===== src/hdl/cubic_bspline_tessellator_macros.svh =====
// Assertion macros for the cubic B-spline tessellator.
// Included by files that carry concurrent checks; no other dependencies.
`ifndef CUBIC_BSPLINE_TESSELLATOR_MACROS_SVH
`define CUBIC_BSPLINE_TESSELLATOR_MACROS_SVH
`ifndef SYNTH
`define CBT_ASSERT_NOW(label, clk, rst_n, ante, cons) \
	label: assert property (@(posedge clk) disable iff (!rst_n) (ante) |-> (cons)) \
		else $error("cbt check failed");
`define CBT_ASSERT_NEXT(label, clk, rst_n, ante, cons) \
	label: assert property (@(posedge clk) disable iff (!rst_n) (ante) |=> (cons)) \
		else $error("cbt check failed");
`else
`define CBT_ASSERT_NOW(label, clk, rst_n, ante, cons)
`define CBT_ASSERT_NEXT(label, clk, rst_n, ante, cons)
`endif
`endif


===== src/hdl/cbt_pkg.sv =====
// Shared constants and types for the cubic B-spline tessellator.
// No dependencies.
`default_nettype none
package cbt_pkg;
	localparam int STEPS_W = 6;
	localparam logic [STEPS_W-1:0] STEPS_MAX = 6'd32;
	localparam logic [STEPS_W-1:0] STEPS_RESET = 6'd10;
	localparam int PADDR_W = 3;
	localparam int PDATA_W = 32;
	// register index taken from paddr[2]
	localparam logic REG_SEGMENT_STEPS = 1'b0;
	// weight arithmetic widths, steps <= 32
	localparam int NSQ_W = 11;
	localparam int NCB_W = 16;
	localparam int DEN_W = 18;
	localparam int WS_W = 20;

	typedef enum logic {
		JOB_PRIME,
		JOB_SEGMENT
	} job_kind_t;
endpackage
`default_nettype wire


===== src/hdl/cbt_point_if.sv =====
// Control point channel: valid/ready handshake plus point payload.
// No dependencies.
`default_nettype none
interface cbt_point_if #(parameter int COORD_BITS = 16);
	logic valid;
	logic ready;
	logic signed [COORD_BITS-1:0] point_x;
	logic signed [COORD_BITS-1:0] point_y;
	logic start_curve;
	modport source(output valid, point_x, point_y, start_curve, input ready);
	modport sink(input valid, point_x, point_y, start_curve, output ready);
endinterface
`default_nettype wire


===== src/hdl/cbt_line_if.sv =====
// Line channel: valid/ready handshake plus line segment payload.
// No dependencies.
`default_nettype none
interface cbt_line_if #(parameter int COORD_BITS = 16);
	logic valid;
	logic ready;
	logic signed [COORD_BITS-1:0] line_x0;
	logic signed [COORD_BITS-1:0] line_y0;
	logic signed [COORD_BITS-1:0] line_x1;
	logic signed [COORD_BITS-1:0] line_y1;
	logic last_line;
	modport source(output valid, line_x0, line_y0, line_x1, line_y1, last_line, input ready);
	modport sink(input valid, line_x0, line_y0, line_x1, line_y1, last_line, output ready);
endinterface
`default_nettype wire


===== src/hdl/cbt_front.sv =====
// Front end: accepts control points, keeps the three-point window and
// issues evaluation jobs. Depends on cbt_pkg and cbt_point_if.
`default_nettype none
module cbt_front #(
	parameter int COORD_BITS = 16,
	parameter int JOB_W = 1 + cbt_pkg::STEPS_W + 8 * COORD_BITS
) (
	input  wire logic clk,
	input  wire logic arst_n,
	cbt_point_if.sink points,
	input  wire logic [cbt_pkg::STEPS_W-1:0] steps,
	output logic push,
	output logic [JOB_W-1:0] push_data,
	input  wire logic full
);
	logic signed [COORD_BITS-1:0] win_x_q [3];
	logic signed [COORD_BITS-1:0] win_y_q [3];
	logic [1:0] seen_q;
	logic [1:0] seen_eff;
	logic accept;
	logic [cbt_pkg::STEPS_W-1:0] n_eff;
	logic [3:0][COORD_BITS-1:0] jx;
	logic [3:0][COORD_BITS-1:0] jy;
	cbt_pkg::job_kind_t kind;

	assign points.ready = !full;
	assign accept = points.valid && !full;
	assign seen_eff = points.start_curve ? 2'd0 : seen_q;

	always_comb begin
		if (steps == '0) begin
			n_eff = cbt_pkg::STEPS_W'(1);
		end else if (steps > cbt_pkg::STEPS_MAX) begin
			n_eff = cbt_pkg::STEPS_MAX;
		end else begin
			n_eff = steps;
		end
	end

	always_comb begin
		jx[0] = win_x_q[0];
		jy[0] = win_y_q[0];
		jx[1] = win_x_q[1];
		jy[1] = win_y_q[1];
		if (seen_eff == 2'd3) begin
			kind = cbt_pkg::JOB_SEGMENT;
			jx[2] = win_x_q[2];
			jy[2] = win_y_q[2];
			jx[3] = points.point_x;
			jy[3] = points.point_y;
		end else begin
			// third point of a curve: prime prev with the t=0 sample
			kind = cbt_pkg::JOB_PRIME;
			jx[2] = points.point_x;
			jy[2] = points.point_y;
			jx[3] = '0;
			jy[3] = '0;
		end
	end

	assign push = accept && (seen_eff == 2'd2 || seen_eff == 2'd3);
	assign push_data = {kind, n_eff, jx, jy};

	always_ff @(posedge clk or negedge arst_n) begin
		if (!arst_n) begin
			seen_q <= '0;
			for (int i = 0; i < 3; i++) begin
				win_x_q[i] <= '0;
				win_y_q[i] <= '0;
			end
		end else if (accept) begin
			if (seen_eff == 2'd3) begin
				win_x_q[0] <= win_x_q[1];
				win_y_q[0] <= win_y_q[1];
				win_x_q[1] <= win_x_q[2];
				win_y_q[1] <= win_y_q[2];
				win_x_q[2] <= points.point_x;
				win_y_q[2] <= points.point_y;
			end else begin
				win_x_q[seen_eff] <= points.point_x;
				win_y_q[seen_eff] <= points.point_y;
				seen_q <= seen_eff + 2'd1;
			end
		end
	end
endmodule
`default_nettype wire


===== src/hdl/cbt_queue.sv =====
// Two-entry job queue between the front end and the evaluator.
// No dependencies.
`default_nettype none
module cbt_queue #(
	parameter int W = 136
) (
	input  wire logic clk,
	input  wire logic arst_n,
	input  wire logic push,
	input  wire logic [W-1:0] push_data,
	output logic full,
	input  wire logic pop,
	output logic [W-1:0] pop_data,
	output logic empty
);
	logic [W-1:0] mem_q [2];
	logic wr_q;
	logic rd_q;
	logic [1:0] cnt_q;

	assign full = cnt_q == 2'd2;
	assign empty = cnt_q == 2'd0;
	assign pop_data = mem_q[rd_q];

	always_ff @(posedge clk) begin
		if (push) begin
			mem_q[wr_q] <= push_data;
		end
	end

	always_ff @(posedge clk or negedge arst_n) begin
		if (!arst_n) begin
			wr_q <= 1'b0;
			rd_q <= 1'b0;
			cnt_q <= '0;
		end else begin
			if (push) begin
				wr_q <= !wr_q;
			end
			if (pop) begin
				rd_q <= !rd_q;
			end
			if (push && !pop) begin
				cnt_q <= cnt_q + 2'd1;
			end else if (pop && !push) begin
				cnt_q <= cnt_q - 2'd1;
			end
		end
	end
endmodule
`default_nettype wire


===== src/hdl/cbt_div.sv =====
// Four-lane restoring divider: q = (w * 2^T + den/2) / den, one bit per cycle.
// Depends on cbt_pkg.
`default_nettype none
module cbt_div #(
	parameter int T_FRAC_BITS = 16
) (
	input  wire logic clk,
	input  wire logic arst_n,
	input  wire logic start,
	input  wire logic [cbt_pkg::DEN_W-1:0] den,
	input  wire logic [3:0][cbt_pkg::DEN_W-1:0] w,
	output logic busy,
	output logic [3:0][T_FRAC_BITS-1:0] q
);
	localparam int NB = cbt_pkg::DEN_W + 1 + T_FRAC_BITS;
	localparam int RW = cbt_pkg::DEN_W + 1;
	localparam int CW = $clog2(T_FRAC_BITS + 1);

	logic [RW-1:0] rem_q [4];
	logic [T_FRAC_BITS-1:0] lo_q [4];
	logic [T_FRAC_BITS-1:0] quo_q [4];
	logic [cbt_pkg::DEN_W-1:0] den_q;
	logic [CW-1:0] cnt_q;
	logic busy_q;
	logic [NB-1:0] num [4];
	logic [RW-1:0] shifted [4];
	logic [RW-1:0] diff [4];
	logic take [4];

	always_comb begin
		for (int i = 0; i < 4; i++) begin
			num[i] = (NB'(w[i]) << T_FRAC_BITS) + NB'(den >> 1);
			shifted[i] = {rem_q[i][RW-2:0], lo_q[i][T_FRAC_BITS-1]};
			take[i] = shifted[i] >= RW'(den_q);
			diff[i] = shifted[i] - RW'(den_q);
			q[i] = quo_q[i];
		end
	end

	assign busy = busy_q;

	always_ff @(posedge clk) begin
		if (start) begin
			den_q <= den;
			for (int i = 0; i < 4; i++) begin
				// quotient stays below 2^T, so the top part is already below den
				rem_q[i] <= num[i][NB-1:T_FRAC_BITS];
				lo_q[i] <= num[i][T_FRAC_BITS-1:0];
				quo_q[i] <= '0;
			end
		end else if (busy_q) begin
			for (int i = 0; i < 4; i++) begin
				rem_q[i] <= take[i] ? diff[i] : shifted[i];
				lo_q[i] <= lo_q[i] << 1;
				quo_q[i] <= {quo_q[i][T_FRAC_BITS-2:0], take[i]};
			end
		end
	end

	always_ff @(posedge clk or negedge arst_n) begin
		if (!arst_n) begin
			busy_q <= 1'b0;
			cnt_q <= '0;
		end else if (start) begin
			busy_q <= 1'b1;
			cnt_q <= CW'(T_FRAC_BITS);
		end else if (busy_q) begin
			cnt_q <= cnt_q - CW'(1);
			if (cnt_q == CW'(1)) begin
				busy_q <= 1'b0;
			end
		end
	end
endmodule
`default_nettype wire


===== src/hdl/cbt_back.sv =====
// Evaluator: per sample forms the cubic weights, runs them through the
// divider, does eight MACs on one multiplier and emits the line item;
// prime jobs only set prev. Depends on cbt_pkg and cbt_line_if.
`default_nettype none
module cbt_back #(
	parameter int COORD_BITS = 16,
	parameter int T_FRAC_BITS = 16,
	parameter int JOB_W = 1 + cbt_pkg::STEPS_W + 8 * COORD_BITS
) (
	input  wire logic clk,
	input  wire logic arst_n,
	input  wire logic job_valid,
	input  wire logic [JOB_W-1:0] job_data,
	output logic pop,
	output logic div_start,
	output logic [cbt_pkg::DEN_W-1:0] div_den,
	output logic [3:0][cbt_pkg::DEN_W-1:0] div_w,
	input  wire logic div_busy,
	input  wire logic [3:0][T_FRAC_BITS-1:0] div_q,
	cbt_line_if.source lines
);
	localparam int C = COORD_BITS;
	localparam int T = T_FRAC_BITS;
	localparam int SW = cbt_pkg::STEPS_W;
	localparam int PROD_W = T + 1 + C;
	localparam int ACC_W = C + T + 3;
	localparam logic signed [ACC_W-1:0] HALF = ACC_W'(64'sd1 <<< (T - 1));
	localparam logic signed [ACC_W-1:0] CMAX = ACC_W'((64'sd1 <<< (C - 1)) - 64'sd1);
	localparam logic signed [ACC_W-1:0] CMIN = ACC_W'(-(64'sd1 <<< (C - 1)));

	typedef enum logic [3:0] {
		ST_IDLE, ST_N2, ST_N3, ST_DEN, ST_W1, ST_W2, ST_W3, ST_DIV, ST_MAC, ST_EMIT
	} state_t;

	state_t state_q;
	logic kind_raw;
	cbt_pkg::job_kind_t kind_w;
	logic [SW-1:0] n_w;
	logic [3:0][C-1:0] jx_w;
	logic [3:0][C-1:0] jy_w;

	cbt_pkg::job_kind_t kind_q;
	logic [SW-1:0] n_q, u_q, d_q;
	logic signed [C-1:0] px_q [4];
	logic signed [C-1:0] py_q [4];
	logic [cbt_pkg::NSQ_W-1:0] n2_q, u2_q, d2_q;
	logic [cbt_pkg::NCB_W-1:0] n3_q, un2_q, u3_q, u2n_q, d3_q;
	logic [cbt_pkg::DEN_W-1:0] den_q;
	logic [3:0] m_q;
	logic signed [PROD_W-1:0] prod_s1;
	logic prod_y_s1;
	logic prod_v_s1;
	logic signed [ACC_W-1:0] accx_q, accy_q;
	logic signed [C-1:0] prev_x_q, prev_y_q;
	logic out_valid_q;
	logic signed [C-1:0] ox0_q, oy0_q, ox1_q, oy1_q;
	logic olast_q;

	logic [cbt_pkg::WS_W-1:0] w1_full, w2_full;
	logic [1:0] sel;
	logic signed [C-1:0] coord;
	logic signed [PROD_W-1:0] prod;
	logic signed [ACC_W-1:0] rx, ry, shx, shy;
	logic signed [C-1:0] cx, cy;
	logic out_free;
	logic emit;

	assign {kind_raw, n_w, jx_w, jy_w} = job_data;
	assign kind_w = cbt_pkg::job_kind_t'(kind_raw);
	assign pop = state_q == ST_IDLE && job_valid;
	assign div_start = state_q == ST_W3;
	assign div_den = den_q;

	always_comb begin
		w1_full = cbt_pkg::WS_W'(u3_q) * cbt_pkg::WS_W'(3) + (cbt_pkg::WS_W'(n3_q) << 2)
			- cbt_pkg::WS_W'(u2n_q) * cbt_pkg::WS_W'(6);
		w2_full = (cbt_pkg::WS_W'(u2n_q) + cbt_pkg::WS_W'(un2_q)) * cbt_pkg::WS_W'(3)
			+ cbt_pkg::WS_W'(n3_q) - cbt_pkg::WS_W'(u3_q) * cbt_pkg::WS_W'(3);
		div_w[0] = cbt_pkg::DEN_W'(d3_q);
		div_w[1] = w1_full[cbt_pkg::DEN_W-1:0];
		div_w[2] = w2_full[cbt_pkg::DEN_W-1:0];
		div_w[3] = cbt_pkg::DEN_W'(u3_q);
	end

	always_comb begin
		sel = m_q[1:0];
		coord = m_q[2] ? py_q[sel] : px_q[sel];
		prod = $signed({1'b0, div_q[sel]}) * coord;
	end

	// round half up (floor after adding one half), then saturate
	always_comb begin
		rx = accx_q + HALF;
		ry = accy_q + HALF;
		shx = rx >>> T;
		shy = ry >>> T;
		if (shx > CMAX) begin
			cx = CMAX[C-1:0];
		end else if (shx < CMIN) begin
			cx = CMIN[C-1:0];
		end else begin
			cx = shx[C-1:0];
		end
		if (shy > CMAX) begin
			cy = CMAX[C-1:0];
		end else if (shy < CMIN) begin
			cy = CMIN[C-1:0];
		end else begin
			cy = shy[C-1:0];
		end
	end

	assign out_free = !out_valid_q || lines.ready;
	assign emit = state_q == ST_EMIT && kind_q == cbt_pkg::JOB_SEGMENT && out_free;
	assign lines.valid = out_valid_q;
	assign lines.line_x0 = ox0_q;
	assign lines.line_y0 = oy0_q;
	assign lines.line_x1 = ox1_q;
	assign lines.line_y1 = oy1_q;
	assign lines.last_line = olast_q;

	always_ff @(posedge clk or negedge arst_n) begin
		if (!arst_n) begin
			state_q <= ST_IDLE;
			kind_q <= cbt_pkg::JOB_PRIME;
			n_q <= '0;
			u_q <= '0;
			d_q <= '0;
			m_q <= '0;
			for (int i = 0; i < 4; i++) begin
				px_q[i] <= '0;
				py_q[i] <= '0;
			end
			n2_q <= '0;
			u2_q <= '0;
			d2_q <= '0;
			n3_q <= '0;
			un2_q <= '0;
			u3_q <= '0;
			u2n_q <= '0;
			d3_q <= '0;
			den_q <= '0;
			prod_s1 <= '0;
			prod_v_s1 <= 1'b0;
			prod_y_s1 <= 1'b0;
			accx_q <= '0;
			accy_q <= '0;
			prev_x_q <= '0;
			prev_y_q <= '0;
			out_valid_q <= 1'b0;
			ox0_q <= '0;
			oy0_q <= '0;
			ox1_q <= '0;
			oy1_q <= '0;
			olast_q <= 1'b0;
		end else begin
			if (emit) begin
				out_valid_q <= 1'b1;
			end else if (lines.ready) begin
				out_valid_q <= 1'b0;
			end
			if (prod_v_s1) begin
				if (prod_y_s1) begin
					accy_q <= accy_q + ACC_W'(prod_s1);
				end else begin
					accx_q <= accx_q + ACC_W'(prod_s1);
				end
			end
			case (state_q)
				ST_IDLE: begin
					if (job_valid) begin
						kind_q <= kind_w;
						n_q <= n_w;
						u_q <= '0;
						for (int i = 0; i < 4; i++) begin
							px_q[i] <= jx_w[i];
							py_q[i] <= jy_w[i];
						end
						state_q <= ST_N2;
					end
				end
				ST_N2: begin
					n2_q <= cbt_pkg::NSQ_W'(n_q) * cbt_pkg::NSQ_W'(n_q);
					state_q <= ST_N3;
				end
				ST_N3: begin
					n3_q <= cbt_pkg::NCB_W'(n2_q) * cbt_pkg::NCB_W'(n_q);
					state_q <= ST_DEN;
				end
				ST_DEN: begin
					den_q <= (cbt_pkg::DEN_W'(n3_q) << 2) + (cbt_pkg::DEN_W'(n3_q) << 1);
					state_q <= ST_W1;
				end
				ST_W1: begin
					u2_q <= cbt_pkg::NSQ_W'(u_q) * cbt_pkg::NSQ_W'(u_q);
					d2_q <= cbt_pkg::NSQ_W'(n_q - u_q) * cbt_pkg::NSQ_W'(n_q - u_q);
					d_q <= n_q - u_q;
					un2_q <= cbt_pkg::NCB_W'(u_q) * cbt_pkg::NCB_W'(n2_q);
					state_q <= ST_W2;
				end
				ST_W2: begin
					u3_q <= cbt_pkg::NCB_W'(u2_q) * cbt_pkg::NCB_W'(u_q);
					u2n_q <= cbt_pkg::NCB_W'(u2_q) * cbt_pkg::NCB_W'(n_q);
					d3_q <= cbt_pkg::NCB_W'(d2_q) * cbt_pkg::NCB_W'(d_q);
					state_q <= ST_W3;
				end
				ST_W3: begin
					state_q <= ST_DIV;
				end
				ST_DIV: begin
					if (!div_busy) begin
						m_q <= '0;
						accx_q <= '0;
						accy_q <= '0;
						prod_v_s1 <= 1'b0;
						state_q <= ST_MAC;
					end
				end
				ST_MAC: begin
					if (!m_q[3]) begin
						prod_s1 <= prod;
						prod_y_s1 <= m_q[2];
						prod_v_s1 <= 1'b1;
						m_q <= m_q + 4'd1;
					end else begin
						prod_v_s1 <= 1'b0;
						state_q <= ST_EMIT;
					end
				end
				ST_EMIT: begin
					if (kind_q == cbt_pkg::JOB_PRIME) begin
						prev_x_q <= cx;
						prev_y_q <= cy;
						state_q <= ST_IDLE;
					end else if (out_free) begin
						ox0_q <= prev_x_q;
						oy0_q <= prev_y_q;
						ox1_q <= cx;
						oy1_q <= cy;
						olast_q <= u_q == n_q;
						prev_x_q <= cx;
						prev_y_q <= cy;
						if (u_q == n_q) begin
							state_q <= ST_IDLE;
						end else begin
							u_q <= u_q + SW'(1);
							state_q <= ST_W1;
						end
					end
				end
				default: begin
					state_q <= ST_IDLE;
				end
			endcase
		end
	end
endmodule
`default_nettype wire


===== src/hdl/cubic_bspline_tessellator.sv =====
// Uniform cubic B-spline tessellator: a stream of control points in,
// a stream of line items out.
//
// points: one control point per item (point_x, point_y, start_curve).
//   start_curve drops the stored points. The first three points of a curve
//   are stored; the third also seeds the previous curve point. Every later
//   point closes a segment and yields segment_steps+1 line items.
// lines: line items from the previous to the current rounded curve point;
//   last_line marks the final item of a segment.
// APB register 0 (segment_steps, reset 10): 0 acts as 1, above 32 as 32.
// Per sample the evaluator runs weight setup, the divider, the
//   multiply-accumulates and the emit step. The segment rate is set by
//   the bit-serial divider and the single multiplier.
//   The first two points of a curve push no job; like every point they
//   wait while the job queue is full.
// A two-item job queue lets points be taken while a segment is evaluated.
// A stalled receiver holds the output register and halts evaluation.
// Reset clears the window, the previous point, the queue and all valids.
// Depends on cbt_pkg, cbt_point_if, cbt_line_if and the submodules.
`default_nettype none
`include "cubic_bspline_tessellator_macros.svh"
module cubic_bspline_tessellator #(
	parameter int COORD_BITS = 16,
	parameter int T_FRAC_BITS = 16
) (
	input  wire logic clk,
	input  wire logic arst_n,
	cbt_point_if.sink points,
	cbt_line_if.source lines,
	input  wire logic psel,
	input  wire logic penable,
	input  wire logic pwrite,
	input  wire logic [cbt_pkg::PADDR_W-1:0] paddr,
	input  wire logic [cbt_pkg::PDATA_W-1:0] pwdata,
	output logic [cbt_pkg::PDATA_W-1:0] prdata,
	output logic pready
);
	localparam int JOB_W = 1 + cbt_pkg::STEPS_W + 8 * COORD_BITS;

	logic [cbt_pkg::STEPS_W-1:0] steps_q;
	logic q_push, q_full, q_pop, q_empty;
	logic [JOB_W-1:0] q_wdata, q_rdata;
	logic div_start, div_busy;
	logic [cbt_pkg::DEN_W-1:0] div_den;
	logic [3:0][cbt_pkg::DEN_W-1:0] div_w;
	logic [3:0][T_FRAC_BITS-1:0] div_q;

	assign pready = 1'b1;
	assign prdata = (paddr[2] == cbt_pkg::REG_SEGMENT_STEPS)
		? cbt_pkg::PDATA_W'(steps_q) : '0;

	always_ff @(posedge clk or negedge arst_n) begin
		if (!arst_n) begin
			steps_q <= cbt_pkg::STEPS_RESET;
		end else if (psel && penable && pwrite && paddr[2] == cbt_pkg::REG_SEGMENT_STEPS) begin
			steps_q <= pwdata[cbt_pkg::STEPS_W-1:0];
		end
	end

	cbt_front #(.COORD_BITS(COORD_BITS), .JOB_W(JOB_W)) u_front (
		.clk(clk), .arst_n(arst_n), .points(points), .steps(steps_q),
		.push(q_push), .push_data(q_wdata), .full(q_full)
	);

	cbt_queue #(.W(JOB_W)) u_queue (
		.clk(clk), .arst_n(arst_n), .push(q_push), .push_data(q_wdata), .full(q_full),
		.pop(q_pop), .pop_data(q_rdata), .empty(q_empty)
	);

	cbt_div #(.T_FRAC_BITS(T_FRAC_BITS)) u_div (
		.clk(clk), .arst_n(arst_n), .start(div_start), .den(div_den), .w(div_w),
		.busy(div_busy), .q(div_q)
	);

	cbt_back #(.COORD_BITS(COORD_BITS), .T_FRAC_BITS(T_FRAC_BITS), .JOB_W(JOB_W)) u_back (
		.clk(clk), .arst_n(arst_n), .job_valid(!q_empty), .job_data(q_rdata), .pop(q_pop),
		.div_start(div_start), .div_den(div_den), .div_w(div_w), .div_busy(div_busy),
		.div_q(div_q), .lines(lines)
	);

	`CBT_ASSERT_NOW(a_no_push_full, clk, arst_n, q_push, !q_full)
	`CBT_ASSERT_NOW(a_no_pop_empty, clk, arst_n, q_pop, !q_empty)
	`CBT_ASSERT_NOW(a_div_idle_start, clk, arst_n, div_start, !div_busy)
	`CBT_ASSERT_NEXT(a_div_runs, clk, arst_n, div_start, div_busy)
endmodule
`default_nettype wire

===== src/flat_wrapper.sv =====
// flat-port wrapper written by rule: the top's interface ports become plain ports
module cubic_bspline_tessellator_flat 
#(
	parameter int COORD_BITS = 16,
	parameter int T_FRAC_BITS = 16
)
  (clk, arst_n, psel, penable, pwrite, paddr, pwdata, prdata, pready, points_valid, points_point_x, points_point_y, points_start_curve, points_ready, lines_valid, lines_line_x0, lines_line_y0, lines_line_x1, lines_line_y1, lines_last_line, lines_ready);
  cbt_point_if #(.COORD_BITS(COORD_BITS)) points_i ();
  cbt_line_if #(.COORD_BITS(COORD_BITS)) lines_i ();
  input  wire logic clk;
  input  wire logic arst_n;
  input  wire logic psel;
  input  wire logic penable;
  input  wire logic pwrite;
  input  wire logic [cbt_pkg::PADDR_W-1:0] paddr;
  input  wire logic [cbt_pkg::PDATA_W-1:0] pwdata;
  output logic [cbt_pkg::PDATA_W-1:0] prdata;
  output logic pready;
  input wire logic [$bits(points_i.valid)-1:0] points_valid;
  input wire logic [$bits(points_i.point_x)-1:0] points_point_x;
  input wire logic [$bits(points_i.point_y)-1:0] points_point_y;
  input wire logic [$bits(points_i.start_curve)-1:0] points_start_curve;
  output wire logic [$bits(points_i.ready)-1:0] points_ready;
  output wire logic [$bits(lines_i.valid)-1:0] lines_valid;
  output wire logic [$bits(lines_i.line_x0)-1:0] lines_line_x0;
  output wire logic [$bits(lines_i.line_y0)-1:0] lines_line_y0;
  output wire logic [$bits(lines_i.line_x1)-1:0] lines_line_x1;
  output wire logic [$bits(lines_i.line_y1)-1:0] lines_line_y1;
  output wire logic [$bits(lines_i.last_line)-1:0] lines_last_line;
  input wire logic [$bits(lines_i.ready)-1:0] lines_ready;
  assign points_i.valid = points_valid;
  assign points_i.point_x = points_point_x;
  assign points_i.point_y = points_point_y;
  assign points_i.start_curve = points_start_curve;
  assign points_ready = points_i.ready;
  assign lines_valid = lines_i.valid;
  assign lines_line_x0 = lines_i.line_x0;
  assign lines_line_y0 = lines_i.line_y0;
  assign lines_line_x1 = lines_i.line_x1;
  assign lines_line_y1 = lines_i.line_y1;
  assign lines_last_line = lines_i.last_line;
  assign lines_i.ready = lines_ready;
  cubic_bspline_tessellator #(.COORD_BITS(COORD_BITS), .T_FRAC_BITS(T_FRAC_BITS)) u_core (.clk(clk), .arst_n(arst_n), .points(points_i), .lines(lines_i), .psel(psel), .penable(penable), .pwrite(pwrite), .paddr(paddr), .pwdata(pwdata), .prdata(prdata), .pready(pready));
endmodule

===== config.mk =====
export PLATFORM = sky130hd
export DESIGN_NAME = cubic_bspline_tessellator_flat
export DESIGN_NICKNAME = d
export VERILOG_FILES = /design/src/hdl/cbt_pkg.sv /design/src/hdl/cbt_point_if.sv /design/src/hdl/cbt_line_if.sv /design/src/hdl/cbt_front.sv /design/src/hdl/cbt_queue.sv /design/src/hdl/cbt_div.sv /design/src/hdl/cbt_back.sv /design/src/hdl/cubic_bspline_tessellator.sv /design/src/flat_wrapper.sv
export VERILOG_INCLUDE_DIRS = /design/src /design/src/hdl
export SDC_FILE = /design/constraint.sdc
export NUM_CORES = 2
export LEC_CHECK = 0
export BUFFER_PORTS_ARGS = -buffer_cell sky130_fd_sc_hd__buf_2
export CAP_MARGIN = 20
export CORE_MARGIN = 1.5
export CORE_UTILIZATION = 60
export DETAILED_ROUTE_END_ITERATION = 16
export PLACE_DENSITY = 0.77
export SLEW_MARGIN = 5
export SYNTH_ARGS = -nofsm -noshare
export SYNTH_HDL_FRONTEND = slang
export SYNTH_HIERARCHICAL = 1
export SYNTH_SLANG_ARGS = --single-unit

===== constraint.sdc =====
create_clock -name clk -period 11.3 [get_ports clk]
set_input_delay 1.13 -clock clk [delete_from_list [all_inputs] [get_ports clk]]
set_output_delay 1.13 -clock clk [all_outputs]
set_load 0.02 [all_outputs]

==> results.py <==
metrics = {
    "critical_path": {
        "path_max_fanout": 38,
        "crit_required_ns": 11.93,
        "worst-endpoint-arrival_ns": 9.19,
        "endpoint_kind": "flop",
        "critical_path_class": "reg2reg",
        "setup.worst_path.start_class": "flop",
    },
    "detailed_routing": {
        "vias": 55110,
        "iteration_0_drc_count_of_the_detailed_router": 4395,
        "ant_nets": 0,
        "totalWireLength_mm": 176.8,
        "avgViaCountPerCell": 5.801,
        "drcViolationCount": 0,
        "routed_wl_per_cell_um": 18.61,
        "first_pass_iters": 5,
    },
    "global_routing": {
        "grt_max_degree": 166,
        "first_global_vias": 55680,
        "number_of_antenna_violations_at_the_first_check_in_global_routing": 6,
        "first_pass_grt_wire_length_mm": 287.8,
        "grtUsageTotal": 0.2715,
        "globalRouteOverflowTotal": 0,
    },
    "sta": {
        "timing.final.hold_violations": 0,
        "final_critical_path_setup_slack_ns": 2.731,
        "final.period_utilization": 0.7583,
        "final_max_slew_viol_count": 0,
        "finalSetupViolations": 0,
        "fmax_mhz": 116.7,
        "setup_skew_ns": 0.09857,
        "max_slew.worst_pin.slew_ns": 1.100,
        "fin_worst_hold_slack_ns": 0.4275,
        "rsz_0062_raised_after_global_routing": "no",
        "slew_headroom": 0.2664,
        "fin_setup_tns_ns": 0,
        "timing.final.crit_period_ns": 8.569,
    },
    "final_layout": {
        "post_route_cells_drive_above_1_share": 0.09895,
        "finalNetCount": 8812,
        "final_design_area_no_fill_um2": 82460,
        "syn2layout_area_growth_pct": 6.768,
    },
    "cts": {
        "cts_setup_buffers": 0,
        "clock-root-buffer": "sky130_fd_sc_hd__clkbuf_16",
        "clk_transition_reported_paths_ns": 0.06,
        "cts_hold_repair.buffers": 0,
        "max-clock-path-buffers": 3,
        "cts.sink_count": 1054,
        "tritoncts": "yes",
        "cts.htree.levels": 3,
        "cts.repair.resized": 0,
        "clk_latency_ns": 0.80,
        "numCtsBuffers": 111,
    },
    "logic_synthesis": {
        "avgSynthCellArea_um2": 9.859,
        "post_synth_inst_count": 7834,
        "synthFlopType": "sky130_fd_sc_hd__dfrtp_1",
        "yosysTopAreaCell": "sky130_fd_sc_hd__dfrtp_1",
        "ys_warn_count": 6,
        "netlist_area_um2": 77230,
        "yosysTopAreaCellShare": 0.1931,
        "netlist_top_cells_area": "sky130_fd_sc_hd__dfrtp_1 (19%), sky130_fd_sc_hd__edfxtp_1 (18%), sky130_fd_sc_hd__fa_1 (12%), sky130_fd_sc_hd__ha_1 (9.0%), sky130_fd_sc_hd__nand2_1 (6.8%)",
        "yosys_register_bits": 1054,
        "synthTopCellsByCount": "sky130_fd_sc_hd__nand2_1 (1,400), sky130_fd_sc_hd__inv_1 (706), sky130_fd_sc_hd__dfrtp_1 (596)",
        "most_common_cell_in_the_netlist": "sky130_fd_sc_hd__nand2_1",
        "synth_edf_count": 455,
        "synth.lib_cells_used.distinct": 104,
        "ys_seq_area_frac": 0.3709,
        "synth_async_sr_flop_share": 0.5674,
    },
    "floorplan": {
        "fp.dieW_um": 361.8,
        "starting_utilization_of_the_core_area": 0.6049,
        "design.die.area_um2": 130900,
        "core_um2": 127700,
        "rows": 131,
        "num_io_pins": 175,
        "fp.dieH_um": 361.8,
    },
    "run_status": {
        "status": "finished clean",
    },
    "placed_design": {
        "place.port_buffers": 119,
        "dp_slack_ns": 2.830,
        "dp_hpwl_mm": 121.9,
        "placedInstanceArea_um2": 78460,
        "place.gp.congestion": 0.9224,
    },
    "worst_hold_path": {
        "min_delay_path_class": "in2async",
    },
    "flow_run": {
        "cap_violations": 0,
    },
}
-- kinds of logic (layout without fill, tap and decap cells) --
kind of cell,after synthesis,count (layout),synth area share
flops,1054,1054,0.3709
compound gates,1314,1314,0.1057
other cells,3,38,0.0001458
xor+xnor,415,415,0.04724
mux,326,326,0.05458
simple gates,2578,2578,0.1514
fa+ha+maj,1004,1004,0.2063
buf+inv,1140,1109,0.06375
-- critical path, cell delays in order, from the launching register on --
cell and delay (ns):
sky130_fd_sc_hd__dfrtp_2 0.86, sky130_fd_sc_hd__buf_4 0.63, sky130_fd_sc_hd__mux4_2 0.43, sky130_fd_sc_hd__mux2i_1 0.78
sky130_fd_sc_hd__nor2_1 0.15, sky130_fd_sc_hd__fa_1 0.53, sky130_fd_sc_hd__inv_1 0.05, sky130_fd_sc_hd__fa_1 0.49
sky130_fd_sc_hd__inv_1 0.06, sky130_fd_sc_hd__fa_1 0.51, sky130_fd_sc_hd__fa_1 0.52, sky130_fd_sc_hd__fa_1 0.55
sky130_fd_sc_hd__inv_1 0.05, sky130_fd_sc_hd__fa_1 0.53, sky130_fd_sc_hd__inv_1 0.04, sky130_fd_sc_hd__ha_1 0.39
sky130_fd_sc_hd__a21oi_1 0.22, sky130_fd_sc_hd__o221ai_1 0.14, sky130_fd_sc_hd__a21oi_1 0.24, sky130_fd_sc_hd__o211ai_1 0.14
sky130_fd_sc_hd__and2_1 0.20, sky130_fd_sc_hd__a211o_1 0.26, sky130_fd_sc_hd__nand2_1 0.13, sky130_fd_sc_hd__o21ai_1 0.10
sky130_fd_sc_hd__xor2_1 0.14, sky130_fd_sc_hd__mux2_2 0.26
-- per-layer routing --
| metal | up-vias | track usage | part of all wire |
|---|---|---|---|
| met2 | 1670 | 0.4541 | 0.48 |
| met5 | - | 0 | 0.00027 |
| met1 | 27120 | 0.3710 | 0.44 |
| li1 | 26030 | - | - |
| met4 | 6 | 0.07728 | 0.025 |
| met3 | 277 | 0.03715 | 0.063 |
-- sequential cells by signal, summed over array words and instances (netlist names), 17 cells and up --
name / flops
u_core/u_back/prod_s1: 33
u_core/u_back/accx_q: 35
u_core/u_back/px_q: 64
u_core/u_div/rem_q: 72
u_core/u_back/py_q: 64
u_core/u_back/div_den: 17
u_core/u_div/den_q: 18
u_core/u_queue/mem_q: 270
u_core/u_back/accy_q: 35
u_core/u_div/quo_q: 64
u_core/u_front/push_data: 64
u_core/u_div/lo_q: 32
-- path summary, 6_finish.rpt --
kind	start	endpoint	slack, ns	cells past startpoint
worst max-delay path	u_core/u_back/m_q[1]$_DFFE_PN0P_	u_core/u_back/prod_s1[30]$_DFFE_PN0P_	2.73	25
worst min-delay path	arst_n	u_core/u_back/d3_q[8]$_DFFE_PN0P_	0.43	1
worst max register to register	u_core/u_back/m_q[1]$_DFFE_PN0P_	u_core/u_back/prod_s1[30]$_DFFE_PN0P_	2.73	25
worst min register to register	u_core/u_front/push_data[11]$_DFFE_PN0P_	u_core/u_queue/mem_q[1][11]$_DFFE_PP_	0.47	0
max in group asynchronous	arst_n	u_core/u_back/accy_q[33]$_DFF_PN0_	8.61	3
min in group clk	u_core/u_front/push_data[11]$_DFFE_PN0P_	u_core/u_queue/mem_q[1][11]$_DFFE_PP_	0.47	0
-- cells in the final DEF, fill, tap and decap left out, types with 237 or more instances in the layout --
master / n
sky130_fd_sc_hd__dfrtp_1: 593
sky130_fd_sc_hd__ha_1: 554
sky130_fd_sc_hd__and2_1: 237
sky130_fd_sc_hd__o21ai_0: 392
sky130_fd_sc_hd__a21oi_1: 348
sky130_fd_sc_hd__fa_1: 449
sky130_fd_sc_hd__nand2_1: 1397
sky130_fd_sc_hd__edfxtp_1: 455
sky130_fd_sc_hd__nor2_1: 342
sky130_fd_sc_hd__inv_1: 706
sky130_fd_sc_hd__xnor2_1: 261
-- cell type report --
cell class,count,area [um2]
multi-input combinational,5669,43900
clock buffer,158,3227
sequential,1054,28660
clock inverter,54,728.2
tap,1662,2079
antenna,6,15.01
timing repair buffer,190,1199
fill,9909,45220
inverter,707,2656
-- stage by stage --
stage / utilization / instances
4_1_cts: 0.6454 / 9492
3_5_place_dp: 0.6145 / 9280
6_report: 0.6458 / 9500
3_3_place_gp: 0.6142 / 9278
2_1_floorplan: - / 7863
5_1_grt: 0.6457 / 9495
Power is not shown: default switching activity piles up to over one toggle a cycle in this logic, so the estimate is an artifact.
